===== src/hdl/assert_macros.svh =====
// ----------------------------------------------------------------------------
// assert_macros.svh
// Clocked assertion helpers for the RTL.
// ----------------------------------------------------------------------------
`ifndef ASSERT_MACROS_SVH
`define ASSERT_MACROS_SVH

// Property checked at every rising clk edge outside reset.
`define ASSERT_CLK(label, prop, msg) \
  label: assert property (@(posedge clk) disable iff (!rst_n) (prop)) else $error(msg);

// Implication checked at every rising clk edge outside reset.
`define ASSERT_IMPL(label, ante, cons, msg) \
  label: assert property (@(posedge clk) disable iff (!rst_n) (ante) |-> (cons)) \
    else $error(msg);

`endif


===== src/hdl/hcbd_pkg.sv =====
// ----------------------------------------------------------------------------
// hcbd_pkg
// Types, character codes and helpers for the chunked body decoder.
// ----------------------------------------------------------------------------
package hcbd_pkg;

  typedef struct packed {
    logic [7:0] data_byte;
    logic       last_byte;
  } in_t;

  typedef enum logic [1:0] {
    ERR_NONE  = 2'd0,
    ERR_FRAME = 2'd1,
    ERR_SIZE  = 2'd2,
    ERR_EXTRA = 2'd3
  } err_t;

  typedef struct packed {
    logic       payload_valid;
    logic [7:0] payload_byte;
    logic       body_done;
    logic [1:0] error_code;
  } out_t;

  typedef enum logic [9:0] {
    PH_LEAD     = 10'b00_0000_0001,
    PH_HEX      = 10'b00_0000_0010,
    PH_EXT      = 10'b00_0000_0100,
    PH_SIZE_LF  = 10'b00_0000_1000,
    PH_DATA     = 10'b00_0001_0000,
    PH_DATA_CR  = 10'b00_0010_0000,
    PH_DATA_LF  = 10'b00_0100_0000,
    PH_TRAIL_CR = 10'b00_1000_0000,
    PH_TRAIL_LF = 10'b01_0000_0000,
    PH_DONE     = 10'b10_0000_0000
  } phase_t;

  localparam logic [7:0] CH_TAB   = 8'h09;
  localparam logic [7:0] CH_LF    = 8'h0A;
  localparam logic [7:0] CH_VT    = 8'h0B;
  localparam logic [7:0] CH_FF    = 8'h0C;
  localparam logic [7:0] CH_CR    = 8'h0D;
  localparam logic [7:0] CH_SP    = 8'h20;
  localparam logic [7:0] CH_0     = 8'h30;
  localparam logic [7:0] CH_9     = 8'h39;
  localparam logic [7:0] CH_UA    = 8'h41;
  localparam logic [7:0] CH_UF    = 8'h46;
  localparam logic [7:0] CH_LA    = 8'h61;
  localparam logic [7:0] CH_LF_HX = 8'h66;
  localparam logic [7:0] HEX_TEN  = 8'd10;

  // {is_digit, value}
  function automatic logic [4:0] hex_digit(input logic [7:0] c);
    logic [4:0] r;
    r = '0;
    if (c >= CH_0 && c <= CH_9) begin
      r = {1'b1, 4'(c - CH_0)};
    end else if (c >= CH_UA && c <= CH_UF) begin
      r = {1'b1, 4'(c - CH_UA + HEX_TEN)};
    end else if (c >= CH_LA && c <= CH_LF_HX) begin
      r = {1'b1, 4'(c - CH_LA + HEX_TEN)};
    end
    return r;
  endfunction

  function automatic logic is_blank(input logic [7:0] c);
    return (c == CH_SP) || (c == CH_TAB) || (c == CH_LF) || (c == CH_VT) || (c == CH_FF);
  endfunction

endpackage


===== src/hdl/hcbd_parser.sv =====
// ----------------------------------------------------------------------------
// hcbd_parser
// Framing state and one-byte step logic; produces the result of each step.
// ----------------------------------------------------------------------------
module hcbd_parser #(
  parameter int SIZE_BITS = 32
) (
  input  logic           clk,
  input  logic           rst_n,
  input  logic           step,
  input  hcbd_pkg::in_t  item,
  output hcbd_pkg::out_t result
);

  hcbd_pkg::phase_t       phase_r, phase_nxt;
  logic [SIZE_BITS-1:0]   rem_r, rem_nxt;
  logic                   digit_r, digit_nxt;
  hcbd_pkg::err_t         err_r, err_nxt;
  logic [4:0]             hx;
  logic [7:0]             c;
  logic                   pv;
  logic [7:0]             pb;
  logic                   ovf;

  assign c   = item.data_byte;
  assign hx  = hcbd_pkg::hex_digit(c);
  assign ovf = rem_r[SIZE_BITS-1 -: 4] != 4'd0;

  always_comb begin
    phase_nxt = phase_r;
    rem_nxt   = rem_r;
    digit_nxt = digit_r;
    err_nxt   = err_r;
    pv        = 1'b0;
    pb        = 8'd0;
    if (err_r == hcbd_pkg::ERR_NONE) begin
      unique case (phase_r)
        hcbd_pkg::PH_LEAD: begin
          if (hcbd_pkg::is_blank(c)) begin
            phase_nxt = phase_r;
          end else if (hx[4]) begin
            if (ovf) begin
              err_nxt = hcbd_pkg::ERR_SIZE;
            end else begin
              rem_nxt   = {rem_r[SIZE_BITS-5:0], hx[3:0]};
              digit_nxt = 1'b1;
            end
            phase_nxt = hcbd_pkg::PH_HEX;
          end else begin
            err_nxt = hcbd_pkg::ERR_FRAME;
          end
        end
        hcbd_pkg::PH_HEX: begin
          if (c == hcbd_pkg::CH_CR) begin
            phase_nxt = hcbd_pkg::PH_SIZE_LF;
          end else if (hx[4]) begin
            if (ovf) begin
              err_nxt = hcbd_pkg::ERR_SIZE;
            end else begin
              rem_nxt   = {rem_r[SIZE_BITS-5:0], hx[3:0]};
              digit_nxt = 1'b1;
            end
          end else begin
            phase_nxt = hcbd_pkg::PH_EXT;
          end
        end
        hcbd_pkg::PH_EXT: begin
          if (c == hcbd_pkg::CH_CR) begin
            phase_nxt = hcbd_pkg::PH_SIZE_LF;
          end
        end
        hcbd_pkg::PH_SIZE_LF: begin
          if (c != hcbd_pkg::CH_LF || !digit_r) begin
            err_nxt = hcbd_pkg::ERR_FRAME;
          end else begin
            phase_nxt = (rem_r == '0) ? hcbd_pkg::PH_TRAIL_CR : hcbd_pkg::PH_DATA;
            digit_nxt = 1'b0;
          end
        end
        hcbd_pkg::PH_DATA: begin
          pv      = 1'b1;
          pb      = c;
          rem_nxt = rem_r - SIZE_BITS'(1);
          if (rem_r == SIZE_BITS'(1)) begin
            phase_nxt = hcbd_pkg::PH_DATA_CR;
          end
        end
        hcbd_pkg::PH_DATA_CR: begin
          if (c == hcbd_pkg::CH_CR) phase_nxt = hcbd_pkg::PH_DATA_LF;
          else err_nxt = hcbd_pkg::ERR_FRAME;
        end
        hcbd_pkg::PH_DATA_LF: begin
          if (c == hcbd_pkg::CH_LF) begin
            phase_nxt = hcbd_pkg::PH_LEAD;
            rem_nxt   = '0;
            digit_nxt = 1'b0;
          end else begin
            err_nxt = hcbd_pkg::ERR_FRAME;
          end
        end
        hcbd_pkg::PH_TRAIL_CR: begin
          if (c == hcbd_pkg::CH_CR) phase_nxt = hcbd_pkg::PH_TRAIL_LF;
          else err_nxt = hcbd_pkg::ERR_FRAME;
        end
        hcbd_pkg::PH_TRAIL_LF: begin
          if (c == hcbd_pkg::CH_LF) phase_nxt = hcbd_pkg::PH_DONE;
          else err_nxt = hcbd_pkg::ERR_FRAME;
        end
        hcbd_pkg::PH_DONE: begin
          err_nxt = hcbd_pkg::ERR_EXTRA;
        end
        default: begin
          err_nxt = hcbd_pkg::ERR_FRAME;
        end
      endcase
      // body cut short by end of buffer
      if (err_nxt == hcbd_pkg::ERR_NONE && item.last_byte &&
          phase_nxt != hcbd_pkg::PH_DONE) begin
        err_nxt = hcbd_pkg::ERR_SIZE;
      end
    end
  end

  always_comb begin
    result.payload_valid = pv;
    result.payload_byte  = pb;
    result.body_done     = (phase_nxt == hcbd_pkg::PH_DONE) &&
                           (err_nxt == hcbd_pkg::ERR_NONE);
    result.error_code    = err_nxt;
  end

  always_ff @(posedge clk) begin
    if (!rst_n) begin
      phase_r <= hcbd_pkg::PH_LEAD;
      rem_r   <= '0;
      digit_r <= 1'b0;
      err_r   <= hcbd_pkg::ERR_NONE;
    end else if (step) begin
      phase_r <= phase_nxt;
      rem_r   <= rem_nxt;
      digit_r <= digit_nxt;
      err_r   <= err_nxt;
    end
  end

endmodule


===== src/hdl/http_chunked_body_decoder.sv =====
// ----------------------------------------------------------------------------
// http_chunked_body_decoder
// Decodes an HTTP/1.1 chunked body one byte per request and reports the
// decoded byte, completion and a latched error code for every byte.
// ----------------------------------------------------------------------------
// Throughput is one byte per clock while out_stall is low: a byte is captured
// in the input register, stepped through the framing logic and written to the
// output register when that register is empty or out_stall is low. The framing
// state update of one byte is the only loop in the data path. in_stall rises
// only while a result is held by out_stall and the input register is full.
// SIZE_BITS sets the width of the chunk size counter; larger sizes report a
// size error.
`include "assert_macros.svh"

module http_chunked_body_decoder #(
  parameter int SIZE_BITS = 32
) (
  input  logic           clk,
  input  logic           rst_n,
  input  logic           in_valid,
  output logic           in_stall,
  input  hcbd_pkg::in_t  in_data,
  output logic           out_valid,
  input  logic           out_stall,
  output hcbd_pkg::out_t out_data
);

  logic           s1_v_r, s1_v_nxt;
  hcbd_pkg::in_t  s1_d_r;
  logic           out_v_r, out_v_nxt;
  hcbd_pkg::out_t out_d_r;
  hcbd_pkg::out_t step_res;
  logic           adv;
  logic           acc;

  assign adv      = s1_v_r && (!out_v_r || !out_stall);
  assign in_stall = s1_v_r && !adv;
  assign acc      = in_valid && !in_stall;

  assign s1_v_nxt  = acc || (s1_v_r && !adv);
  assign out_v_nxt = adv || (out_v_r && out_stall);

  hcbd_parser #(
    .SIZE_BITS(SIZE_BITS)
  ) u_parser (
    .clk    (clk),
    .rst_n  (rst_n),
    .step   (adv),
    .item   (s1_d_r),
    .result (step_res)
  );

  always_ff @(posedge clk) begin
    if (!rst_n) begin
      s1_v_r  <= 1'b0;
      out_v_r <= 1'b0;
    end else begin
      s1_v_r  <= s1_v_nxt;
      out_v_r <= out_v_nxt;
    end
  end

  always_ff @(posedge clk) begin
    if (acc) s1_d_r <= in_data;
    if (adv) out_d_r <= step_res;
  end

  assign out_valid = out_v_r;
  assign out_data  = out_d_r;

  `ASSERT_IMPL(a_stall_full, in_stall, s1_v_r, "stall with empty input register")
  `ASSERT_IMPL(a_hold_item, s1_v_r && !adv, ##1 s1_v_r, "held request lost")
  `ASSERT_IMPL(a_done_clean, out_valid && out_data.body_done,
    out_data.error_code == hcbd_pkg::ERR_NONE, "done with error")
  `ASSERT_IMPL(a_data_err, out_valid && out_data.payload_valid,
    out_data.error_code == hcbd_pkg::ERR_NONE || out_data.error_code == hcbd_pkg::ERR_SIZE,
    "data byte with framing error")

endmodule

===== config.mk =====
export PLATFORM = sky130hd
export DESIGN_NAME = http_chunked_body_decoder
export DESIGN_NICKNAME = d
export VERILOG_FILES = /design/src/hdl/hcbd_pkg.sv /design/src/hdl/hcbd_parser.sv /design/src/hdl/http_chunked_body_decoder.sv
export VERILOG_INCLUDE_DIRS = /design/src /design/src/hdl
export SDC_FILE = /design/constraint.sdc
export NUM_CORES = 1
export LEC_CHECK = 0
export BUFFER_PORTS_ARGS = -buffer_cell sky130_fd_sc_hd__buf_2
export CAP_MARGIN = 20
export CORE_UTILIZATION = 60
export CTS_CLUSTER_DIAMETER = 100
export CTS_CLUSTER_SIZE = 40
export DETAILED_ROUTE_END_ITERATION = 12
export PLACE_DENSITY = 0.79
export RECOVER_POWER = 100
export SETUP_SLACK_MARGIN = 0.2
export SLEW_MARGIN = 40
export SYNTH_ARGS = -nofsm -noshare
export SYNTH_HDL_FRONTEND = slang
export SYNTH_HIERARCHICAL = 1
export SYNTH_SLANG_ARGS = --single-unit

===== constraint.sdc =====
create_clock -name clk -period 9 [get_ports clk]
set_clock_uncertainty 0.2 [all_clocks]
set_input_delay 0.45 -clock clk [delete_from_list [all_inputs] [get_ports clk]]
set_output_delay 0.45 -clock clk [all_outputs]
set_load 0.02 [all_outputs]

Word-level counts from Yosys, hierarchy flattened
Index checks and enable logic that the tools add are counted.
{ "word_totals": {"reg_bits": 68, "inputBits": 13, "output_inout_bits": 14} }
{ "classes": {"add_sub_neg": 6, "n_lt_le_gt_ge": 6, "n_eq_ne": 24, "n_mux": 44, "n_reduce_logical": 36} }
{ "ops": {"columns": ["operator", "count"], "rows": [
  ["$mux 32", 5],
  ["$mux 10", 13],
  ["$pmux 32 s4", 1],
  ["$pmux 10 s9", 1],
  ["$eq 8x4->1 const B", 5],
  ["$eq 32x1->1 const B", 1],
  ["$logic_not 32->1", 1],
  ["$sub 32x1->32 const B", 1],
  ["$mux 2", 11],
  ["$eq 10x10->1 const B", 2],
  ["$ge 8x7->1 const B", 2],
  ["$le 8x7->1 const B", 2],
  ["$mux 5", 3],
  ["$pmux 2 s7", 1],
  ["$reduce_bool 4->1", 3],
  ["$sub 4x1->4 const B", 3],
  ["$eq 10x1->1 const B", 1],
  ["$eq 10x2->1 const B", 1],
  ["$eq 10x3->1 const B", 1],
  ["$eq 10x4->1 const B", 1],
  ["$eq 10x5->1 const B", 1],
  ["$eq 10x6->1 const B", 1],
  ["$eq 10x7->1 const B", 1],
  ["$eq 10x8->1 const B", 1],
  ["20 further kinds", 53]
]} }

Longest topological paths before layout
Gate-level depths: netlist (run 1).
{ "logic_depth": {"depth_word": 16, "mapped_depth": 12, "mapped_depth_nobuf": 9} }

Hierarchy
Netlist (run 1), hierarchy kept.
{ "by_module_without_submodules": {"columns": ["module", "instances", "cells_each", "area_per_inst_um2", "seq_area_each_um2"], "rows": [
  ["hcbd_parser", 1, 485, 3509.6, 900.9],
  ["http_chunked_body_decoder", 1, 29, 714.4, 670.6]
]} }

Least setup slack after synthesis (run 1)
Ideal clock, no wire load.
{ "synth_timing": {"kind": "input port to flip-flop", "from": "in out_stall", "to": "reg u_parser.rem_r[10]", "setup_ns": 0.135, "arrival_ns": 2.851, "setup_slack_ns": 5.814, "cell_stages": 7, "path_buffers": 1, "cell_sequence": "a21boi_0 nand2_1 nor3_1 o21ai_1 clkbuf_1 a221oi_1 nor3_2"} }
{ "synth_via": {"elab_chain_cells": 4} }
{ "synth_lines": {"columns": ["element", "line_no", "text"], "rows": [
  ["from (decl)", "http_chunked_body_decoder.sv:24", "input logic out_stall,"],
  ["$logic_not 1->1", "http_chunked_body_decoder.sv:36", "assign adv = s1_v_r && (!out_v_r || !out_stall);"],
  ["$logic_or 1x1->1", "http_chunked_body_decoder.sv:36", null],
  ["$logic_and 1x1->1", "http_chunked_body_decoder.sv:36", null],
  ["$reduce_and 6->1 (no line)", null, null],
  ["to (signal assigned)", "hcbd_parser.sv:140", "rem_r <= rem_nxt;"],
  ["to (decl)", "hcbd_parser.sv:16", "logic [SIZE_BITS-1:0] rem_r, rem_nxt;"]
]} }
No other way between the ends.
A chain may end at the register's enable or synchronous reset.

Final worst setup path (run 1)
{ "layout_timing": {"from": "reg u_parser.phase_r[0]", "to": "reg u_parser.rem_r[26]"} }
{ "layout_via": {"elab_chain_cells": 3, "word_cells_on_any_way": 10} }
{ "layout_lines": {"columns": ["element", "line_no", "text"], "rows": [
  ["from (decl)", "hcbd_parser.sv:15", "hcbd_pkg::phase_t phase_r, phase_nxt;"],
  ["from (signal assigned)", "hcbd_parser.sv:134", "phase_r <= hcbd_pkg::PH_LEAD;"],
  ["from (signal assigned)", "hcbd_parser.sv:139", "phase_r <= phase_nxt;"],
  ["$eq 10x1->1, or another cell as far along", "hcbd_parser.sv:37", "unique case (phase_r)"],
  ["$reduce_bool 4->1 (no line), or another cell as far along", null, null],
  ["$reduce_and 6->1 (no line)", null, null]
]} }
Several ways; a longest one is shown, not always the timed one.

==> results of run 1 <==
[cell type report]
type	count	area [sq um]
multi-input cells	393	2410
fillers	587	2310
flip-flops and latches	68	1570
repair buffers	32	143
clock buffers	9	124
well taps	96	120
clock inverters	7	76.3
inverters	12	45.0
[final timing paths]
kind	slack [ns]	depth (start not counted)	to
hold / removal	0.07	1	s1_d_r[4]$_DFFE_PP_
hold reg to reg	0.28	2	u_parser/rem_r[19]$_SDFFE_PN0P_
setup reg to reg	3.15	9	u_parser/rem_r[26]$_SDFFE_PN0P_
setup / recovery	3.15	9	u_parser/rem_r[26]$_SDFFE_PN0P_
[synth_stat cells (all sizes together) (3+ instances only)]
library cell | number | share of area, %
a311oi | 3 | 0.62
or4 | 8 | 1.5
and3 | 10 | 1.6
nand4b | 4 | 0.83
clkbuf | 31 | 2.8
and2 | 5 | 0.74
a32o | 4 | 0.95
a221oi | 7 | 1.5
or2 | 4 | 0.59
or3 | 6 | 1.0
nor3 | 27 | 3.8
ha | 7 | 2.1
o22ai | 6 | 0.89
nand2 | 48 | 4.3
nand2b | 8 | 1.2
o21ai | 49 | 5.8
inv | 12 | 1.1
nor4b | 3 | 0.62
a21oi | 27 | 3.2
nand4 | 5 | 0.74
xor2 | 5 | 1.0
xnor2 | 7 | 1.5
a22oi | 17 | 3.0
nor4 | 14 | 2.1
nand3 | 7 | 0.83
a31oi | 6 | 0.89
dfxtp | 47 | 22
o21a | 4 | 0.71
o211ai | 3 | 0.53
a32oi | 3 | 0.62
edfxtp | 21 | 15
buf | 10 | 2.1
nor2 | 53 | 4.7
nor2b | 5 | 0.74
[worst max-delay path, cell delays in order (launching register included)]
cell and delay, ns:
dfxtp_1 0.41, or4_1 0.64, or3_1 0.40, clkbuf_1 0.63
and2_0 0.93, a2111oi_4 0.89, clkbuf_1 1.07, o21ai_0 0.24
a22oi_1 0.21, nor2_1 0.06
[routing by layer]
metal,part of all wire (%),track usage [%],vias up
li1,-,-,1938
met1,43,37.9,1869
met2,49,49.6,182
met3,7.0,4.43,24
met4,1.8,12.0,0
met5,0,0,-
[cells by family (layout without fill, tap and decap cells)]
family                     after synthesis  count (layout)  synth area share, %
AOI/OAI and AO/OA                      156             156                 24.7
xor gates and xnor gates                12              12                 2.49
adders and majority gates                7               7                 2.07
buffers and inverters                   53              60                 5.92
DFF                                     68              68                 37.2
muxes                                    1               1                0.237
and+or+nand+nor                        217             217                 27.3
[cell usage in the layout, fill, tap and decap left out, types with 6 or more instances in the layout]
| cell type | instances |
|---|---|
| nand2_1 | 48 |
| nand2b_1 | 8 |
| o21ai_0 | 48 |
| nor2_1 | 53 |
| nand3_1 | 7 |
| a21oi_1 | 27 |
| inv_1 | 12 |
| nor3_1 | 21 |
| a221oi_1 | 7 |
| nor3_2 | 6 |
| ha_1 | 7 |
| dfxtp_1 | 47 |
| clkbuf_1 | 18 |
| clkbuf_8 | 9 |
| or4_1 | 7 |
| edfxtp_1 | 21 |
| o22ai_1 | 6 |
| buf_2 | 12 |
| a31oi_1 | 6 |
| and3_1 | 10 |
| a22oi_1 | 17 |
| nor4_1 | 14 |
| xnor2_1 | 7 |
[state kept, by name, summed over array words and instances (netlist names)]
name              cells
out_valid             1
s1_d_r                9
out_data             12
u_parser/err_r        2
u_parser/rem_r       32
u_parser/digit_r      1
s1_v_r                1
u_parser/phase_r     10
[where the power goes]
part	switching [mW]	internal [mW]	total, mW
registers	0.00695	0.323	0.330
clock network	0.129	0.129	0.258
logic	0.0381	0.0194	0.0574
==> flow_metrics.env, run 1 <==
export IMPL_status="complete, but fails checks"
export IMPL_failed_checks="max-capacitance violations, max-slew violations"
export IMPL_syn_num_nets=534
export IMPL_wl_per_cell_um=16.9
export IMPL_worst_setup_path_start_kind="flop"
export IMPL_cp_max_fo=37
export IMPL_hold_violations=0
export IMPL_clk_latency_ns=0.35
export IMPL_finalCritPeriodShare_pct=65.0
export IMPL_cts_tree="yes"
export IMPL_grt_pass1_wl_mm=17.1
export IMPL_finalSetupViolCount=0
export IMPL_fmax_ghz=0.171
export IMPL_grt_pass1_vias=3599
export IMPL_maxCapViolations=2
export IMPL_cts_max_level=3
export IMPL_leakagePower_nw=1.57
export IMPL_grt_max_degree=38
export IMPL_tns_ns=0
export IMPL_critPathRequiredTime_ns=9.02
export IMPL_slew_violations=66
export IMPL_clk_pin_slew_ns=0.08
export IMPL_antenna_left=0
export IMPL_start_util_pct=62.2
export IMPL_cts_repair_resized=0
export IMPL_layout_setup_ws_ns=3.15
export IMPL_fin_cells=617
export IMPL_dp_hpwl_mm=7.00
export IMPL_root_buffer="clkbuf_8"
export IMPL_die_y_um=85.9
export IMPL_synth_seq_cells=68
export IMPL_antenna_found_initial=0
export IMPL_arrival_ns=5.87
export IMPL_min_from="in_data[4]"
export IMPL_p_per_area_nw_per_um2=144
export IMPL_cts_made_buffers=9
export IMPL_tightest_slew_ns=1.62
export IMPL_groute_usage_overall_pct=29.5
export IMPL_viasPerCell=6.50
export IMPL_synth_cell_types=73
export IMPL_cts_path_max_buffers=2
export IMPL_io_pins=27
export IMPL_drc=0
export IMPL_gr_total_overflow=0
export IMPL_dpl_cell_area_sq_um=4320
export IMPL_final_area_sq_um=4490
export IMPL_clkSinkCount=68
export IMPL_die_area_sq_um=7380
export IMPL_timing_slew_headroom_pct=-7.79
export IMPL_wl_mm=10.4
export IMPL_post_cts_repair_setup_buffers=0
export IMPL_dp_cells=601
export IMPL_layout_drive_gt1_share_pct=9.40
export IMPL_num_vias=4013
export IMPL_syn_area_per_cell_sq_um=8.22
export IMPL_crit_path_end_kind="flop"
export IMPL_synth_edf_count=21
export IMPL_peakVddDrop_uv=70.2
export IMPL_antenna_cells=0
export IMPL_whs_ns=0.0678
export IMPL_rows=30
export IMPL_totalPowerFinal_mw=0.645
export IMPL_synth_async_reset_ratio_pct=0
export IMPL_portBuffers=26
export IMPL_place_congestion=0.961
export IMPL_die_w_um=85.9
export IMPL_hold_buffers=0
export IMPL_syn_inst=514
export IMPL_drt_initial_drc_count=337
export IMPL_firstDrtPassIters=5
export IMPL_postLayoutCoreUtil_pct=66.0
export IMPL_place_ws_ns=4.94
export IMPL_syn2layout_area_growth_pct=6.19
export IMPL_startpoint="u_parser/phase_r[0]$_SDFFE_PN1P_"
export IMPL_yosys_warnings=6
export IMPL_design_core_area_sq_um=6790
export IMPL_rsz0062_at_grt="false"
export IMPL_critPathKind="flop to flop"
export IMPL_netlist_area_sq_um=4220
export IMPL_synth_seq_area_share_pct=37.2
export IMPL_ys_flop_type="dfxtp_1"
export IMPL_rr_startpoint="u_parser/phase_r[0]$_SDFFE_PN1P_"
export IMPL_hold_path_class="input pin to flop"
export IMPL_period_minus_slack_ns=5.85
export IMPL_num_nets_final=536
(Power assumes the default switching activity.)
==> run 2: changes to the inputs <==
Settings changed: ABC_AREA from default to 1.
Clock period 9 ns to 5.39 ns, I/O delays scaled along.
==> run 2 against run 1 <==
The run now ends clean; via count increased by 13%; hold slack better by 0.16 ns; global-route usage rose by 3.1 points; worst setup slack worse by 1.6 ns; core utilization grew 2.0 points; critical path type is now input pin to flop; sequential power up 73%; routed wire length grew 12%; cell count is 28% higher; final area up 10%; first-iteration DRC count up 2.1%.
==> flow_metrics.env, run 2 <==
export IMPL_tightest_slew_ns=0.762
export IMPL_design_core_area_sq_um=7250
export IMPL_arrival_ns=3.90
export IMPL_met1_length_mm=4.81
export IMPL_fin_cells=790
export IMPL_antenna_cells=0
export IMPL_peakVddDrop_uv=162
export IMPL_clkSinkCount=68
export IMPL_status="finished, final reports clean"
export IMPL_synth_async_reset_ratio_pct=0
export IMPL_rsz0062_at_grt="false"
export IMPL_drt_initial_drc_count=344
export IMPL_dr_wl_met3_um=802
export IMPL_totalPowerFinal_mw=1.27
export IMPL_io_pins=27
export IMPL_largest_register_ffs=32
export IMPL_synth_edf_count=21
export IMPL_grt_pass1_vias=4310
export IMPL_cts_repair_resized=0
export IMPL_crit_path_end_kind="flop"
export IMPL_netlist_area_sq_um=4510
export IMPL_regMostFlops="u_parser/rem_r"
export IMPL_synth_most_common_cell="nor2_1"
export IMPL_dp_cells=763
export IMPL_firstDrtPassIters=5
export IMPL_cts_path_max_buffers=2
export IMPL_drc=0
export IMPL_fmax_ghz=0.261
export IMPL_antenna_found_initial=0
export IMPL_synth_seq_area_share_pct=34.8
export IMPL_top_layer="met4"
export IMPL_syn_area_per_cell_sq_um=6.92
export IMPL_worst_setup_path_start_kind="input pin"
export IMPL_die_w_um=88.7
export IMPL_finalCritPeriodShare_pct=71.0
export IMPL_synth_seq_cells=68
export IMPL_antenna_left=0
export IMPL_finalSetupViolCount=0
export IMPL_postLayoutCoreUtil_pct=68.1
export IMPL_die_y_um=88.7
export IMPL_num_vias=4547
export IMPL_place_ws_ns=2.30
export IMPL_groute_usage_overall_pct=32.6
export IMPL_hold_violations=0
export IMPL_maxCapViolations=0
export IMPL_period_minus_slack_ns=3.83
export IMPL_cts_max_level=3
export IMPL_wl_met2_mm=5.79
export IMPL_tns_ns=0
export IMPL_die_area_sq_um=7870
export IMPL_start_util_pct=62.2
export IMPL_final_cell_mix="114 x nor2_1, 105 x nand2_1, 74 x inv_1"
export IMPL_syn_num_nets=672
export IMPL_critPathRequiredTime_ns=5.46
export IMPL_clk_pin_slew_ns=0.08
export IMPL_critPathKind="input pin to flop"
export IMPL_yosysTopAreaCell="dfxtp_1"
export IMPL_wl_mm=11.7
export IMPL_slew_violations=0
export IMPL_root_buffer="clkbuf_8"
export IMPL_clk_latency_ns=0.34
export IMPL_yosys_top_cells_count="111 x nor2_1, 102 x nand2_1, 73 x inv_1"
export IMPL_post_cts_repair_setup_buffers=0
export IMPL_final_common_cell="nor2_1"
export IMPL_dp_hpwl_mm=8.22
export IMPL_leakagePower_nw=2.30
export IMPL_rows=31
export IMPL_wl_per_cell_um=14.8
export IMPL_syn_inst=652
export IMPL_hold_path_class="input pin to flop"
export IMPL_yosys_warnings=6
export IMPL_yosysTopAreaCellShare_pct=20.8
export IMPL_viasPerCell=5.76
export IMPL_cp_max_fo=34
export IMPL_num_nets_final=706
export IMPL_cts_made_buffers=9
export IMPL_layout_drive_gt1_share_pct=10.7
export IMPL_synth_cell_types=45
export IMPL_place_congestion=0.941
export IMPL_p_per_area_nw_per_um2=257
export IMPL_gr_total_overflow=0
export IMPL_layout_setup_ws_ns=1.56
export IMPL_synth_area_leaders="dfxtp_1 21%, edfxtp_1 14%, nor2_1 9.2%"
export IMPL_hold_buffers=11
export IMPL_syn2layout_area_growth_pct=9.37
export IMPL_grt_pass1_wl_mm=19.6
export IMPL_ys_flop_type="dfxtp_1"
export IMPL_cts_tree="yes"
export IMPL_grt_max_degree=35
export IMPL_timing_slew_headroom_pct=49.2
export IMPL_portBuffers=26
run 2: cell types whose count changed in the layout (fill, tap and decap cells not counted), moves of 8 or more:
cell / previous run / this run
nor2_1: 53 / 114
a22oi_1: 17 / 0
and3_1: 10 / 0
nand2_2: 0 / 10
inv_2: 0 / 10
nand2b_1: 8 / 0
inv_1: 12 / 74
nand2_1: 48 / 105
nor3_1: 21 / 10
nor2_2: 0 / 10
a211oi_1: 1 / 10
dlygate4sd3_1: 0 / 11
a21oi_1: 27 / 42
nand3_1: 7 / 35
run 2: final cells by class:
class                      instances  area, sq um
inverter                          86          323
fill                             682         2320
timing repair buffer              40          240
tap                               99          124
clock inverter                     5         53.8
sequential                        68         1570
clock buffer                      11          131
multi-input combinational        481         2490
run 2: per-stage QoR:
| stage | hold slack, ns | cell area (sq um) |
|---|---|---|
| after floorplan | 0.168 | 4510 |
| after global placement | 0.248 | 4710 |
| after detailed placement | 0.249 | 4710 |
| after CTS | 0.201 | 5010 |
| after global routing | 0.220 | 4940 |
| final | 0.224 | 4940 |
run 2: where the power goes:
group	switching, mW	leakage [nW]	internal, mW
clock	0.197	0.0971	0.213
sequential	0.0209	0.578	0.550
combinational	0.197	1.63	0.0932
run 2: cells by family after synthesis:
kind of cell    count (synthesis)  share of synthesized area (%)
flops                          68                           34.8
compound gates                141                           18.2
simple gates                  317                           33.1
buf+inv                       103                           8.84
xor+xnor                       16                           3.10
fa+ha+maj                       7                           1.94
run 2: layer usage:
metal | vias up | global-route usage (%)
li1 | 2244 | -
met1 | 2097 | 38.3
met2 | 180 | 57.1
met4 | 0 | 13.6
met5 | - | 0
met3 | 26 | 7.46
run 2: final timing paths:
path                                                  startpoint                               end  slack (ns)  cells after the start
worst max-delay path                                   out_stall   u_parser/rem_r[12]$_SDFFE_PN0P_        1.56                     13
worst min-delay path                                       rst_n  u_parser/phase_r[0]$_SDFFE_PN1P_        0.22                      2
worst max register to register  u_parser/phase_r[0]$_SDFFE_PN1P_             out_data[1]$_DFFE_PP_        1.63                     14
worst min register to register                 s1_v_r$_SDFF_PN0_              out_valid$_SDFF_PN0_        0.29                      2
run 2: critical path: stages:
cell,delay (ns)
dlygate4sd3_1,0.53
clkbuf_1,0.12
a21oi_1,0.12
clkbuf_1,0.59
inv_1,0.13
nor2_1,0.42
inv_1,0.27
nor3_1,0.30
nand2_1,0.09
buf_4,0.24
inv_2,0.43
o21ai_0,0.18
a31oi_1,0.16
==> run 3: changes to the inputs <==
Settings changed: ABC_AREA 1 to 0, CORE_UTILIZATION 60 to 55, PLACE_DENSITY 0.79 to 0.76.
Clock period 5.39 ns to 3.35 ns, I/O delays scaled along.
==> run 3 against run 2 <==
Cell count down 18%; first-iteration DRC count up 6.4%; clock power up 69%; final area down 3.3%; hold slack better by 0.063 ns; die area up 2.0%; via count down 8.0%; core utilization down 3.0 points.
==> flow_metrics.env, run 3 (synthesized netlist as in run 1, its figures left out) <==
export IMPL_antenna_left=0
export IMPL_period_minus_slack_ns=3.12
export IMPL_hold_violations=0
export IMPL_critPathRequiredTime_ns=3.24
export IMPL_leakagePower_nw=1.73
export IMPL_design_core_area_sq_um=7330
export IMPL_tns_ns=0
export IMPL_rows=31
export IMPL_firstDrtPassIters=6
export IMPL_cts_max_level=3
export IMPL_antenna_cells=0
export IMPL_finalSetupViolCount=0
export IMPL_worst_setup_path_start_kind="flop"
export IMPL_cts_tree="yes"
export IMPL_wl_per_cell_um=17.2
export IMPL_num_vias=4184
export IMPL_layout_drive_gt1_share_pct=12.5
export IMPL_arrival_ns=3.01
export IMPL_io_pins=27
export IMPL_drc=0
export IMPL_tightest_slew_ns=0.787
export IMPL_p_per_area_nw_per_um2=367
export IMPL_drt_initial_drc_count=366
export IMPL_grt_pass1_wl_mm=18.6
export IMPL_portBuffers=26
export IMPL_min_from="u_parser/rem_r[19]$_SDFFE_PN0P_"
export IMPL_post_cts_repair_setup_buffers=0
export IMPL_antenna_found_initial=0
export IMPL_peakVddDrop_uv=206
export IMPL_hold_path_class="flop to flop"
export IMPL_num_nets_final=565
export IMPL_crit_path_end_kind="flop"
export IMPL_timing_slew_headroom_pct=47.4
export IMPL_root_buffer="clkbuf_8"
export IMPL_startpoint="u_parser/phase_r[3]$_SDFFE_PN0P_"
export IMPL_cts_made_buffers=9
export IMPL_regMostFlops="u_parser/rem_r"
export IMPL_clkSinkCount=68
export IMPL_maxCapViolations=0
export IMPL_grt_max_degree=50
export IMPL_gr_total_overflow=0
export IMPL_whs_ns=0.288
export IMPL_slew_violations=0
export IMPL_die_y_um=89.6
export IMPL_dp_hpwl_mm=7.31
export IMPL_viasPerCell=6.45
export IMPL_clk_pin_slew_ns=0.08
export IMPL_place_congestion=1.04
export IMPL_rr_startpoint="u_parser/phase_r[3]$_SDFFE_PN0P_"
export IMPL_status="finished, final reports clean"
export IMPL_clk_latency_ns=0.35
export IMPL_cp_max_fo=11
export IMPL_final_common_cell="nor2_1"
export IMPL_die_w_um=89.6
export IMPL_critPathKind="flop to flop"
export IMPL_cts_path_max_buffers=2
export IMPL_final_cell_mix="53 x nor2_1, 48 x nand2_1, 48 x o21ai_0"
export IMPL_finalCritPeriodShare_pct=93.2
export IMPL_grt_pass1_vias=3902
export IMPL_wl_mm=11.1
export IMPL_groute_usage_overall_pct=29.9
export IMPL_fmax_ghz=0.320
export IMPL_die_area_sq_um=8030
export IMPL_syn2layout_area_growth_pct=13.0
export IMPL_largest_register_ffs=32
export IMPL_fill_cells=630
export IMPL_rsz0062_at_grt="false"
export IMPL_start_util_pct=57.6
## run 3: cell types whose count changed in the layout (fill, tap and decap cells not counted), sizes merged, moves of 16 or more
cell,delta
nor2,-75
inv,-71
nand2,-68
nand3,-31
a21oi,-18
a22oi,+17
buf,+16
## run 3: where the power goes
group / internal, mW / total (mW) / switching, mW
clock: 0.347 / 0.693 / 0.346
sequential: 0.865 / 0.882 / 0.0164
combinational: 0.0678 / 0.174 / 0.107
## run 3: repair_timing
action / in CTS / in global routing
resized for setup: 0 / 8
endpoints found under the hold margin: 15 / 0
hold buffers: 14 / 0
endpoints found under the setup margin: 0 / 36
## run 3: per-layer routing
metal | routed length [um] | track usage, % | up-vias
met4 | 266 | 10.8 | 0
met2 | 5440 | 50.6 | 214
met3 | 913 | 6.31 | 36
met5 | 0 | 0 | -
li1 | - | - | 1993
met1 | 4510 | 37.7 | 1941
## run 3: area by class of cell
cell class	count	area (sq um)	area share [%]
multi-input cells	393	2420	50.7
flip-flops and latches	68	1570	32.9
repair buffers	61	414	8.68
clock buffers	9	124	2.60
well taps	99	124	2.60
clock inverters	7	75.1	1.57
inverters	12	45.0	0.944
## run 3: worst paths after layout
path                                     end  depth (start not counted)  slack [ns]
min          u_parser/rem_r[19]$_SDFFE_PN0P_                          2        0.29
min reg2reg  u_parser/rem_r[19]$_SDFFE_PN0P_                          2        0.29
max                    out_data[0]$_DFFE_PP_                          7        0.23
max reg2reg            out_data[0]$_DFFE_PP_                          7        0.23
## run 3: through the flow
step	worst slack (ns)	utilization, %	area, sq um	std cells	total power, mW
after floorplan	0.389	-	4220	514	1.01
after global placement	0.288	60.7	4450	619	1.05
after detailed placement	0.282	60.7	4450	619	1.06
after CTS	0.210	65.3	4790	649	1.76
after global routing	0.113	65.1	4770	649	1.82
final	0.229	65.1	4770	649	1.75
## run 3: critical path, cell delays in order (launching register included)
cell	delay, ns
dfxtp_1	0.39
or4_1	0.66
nor4_1	0.41
nand2_1	0.10
a31o_2	0.26
a221oi_1	0.53
and2_0	0.22
o21ai_0	0.10
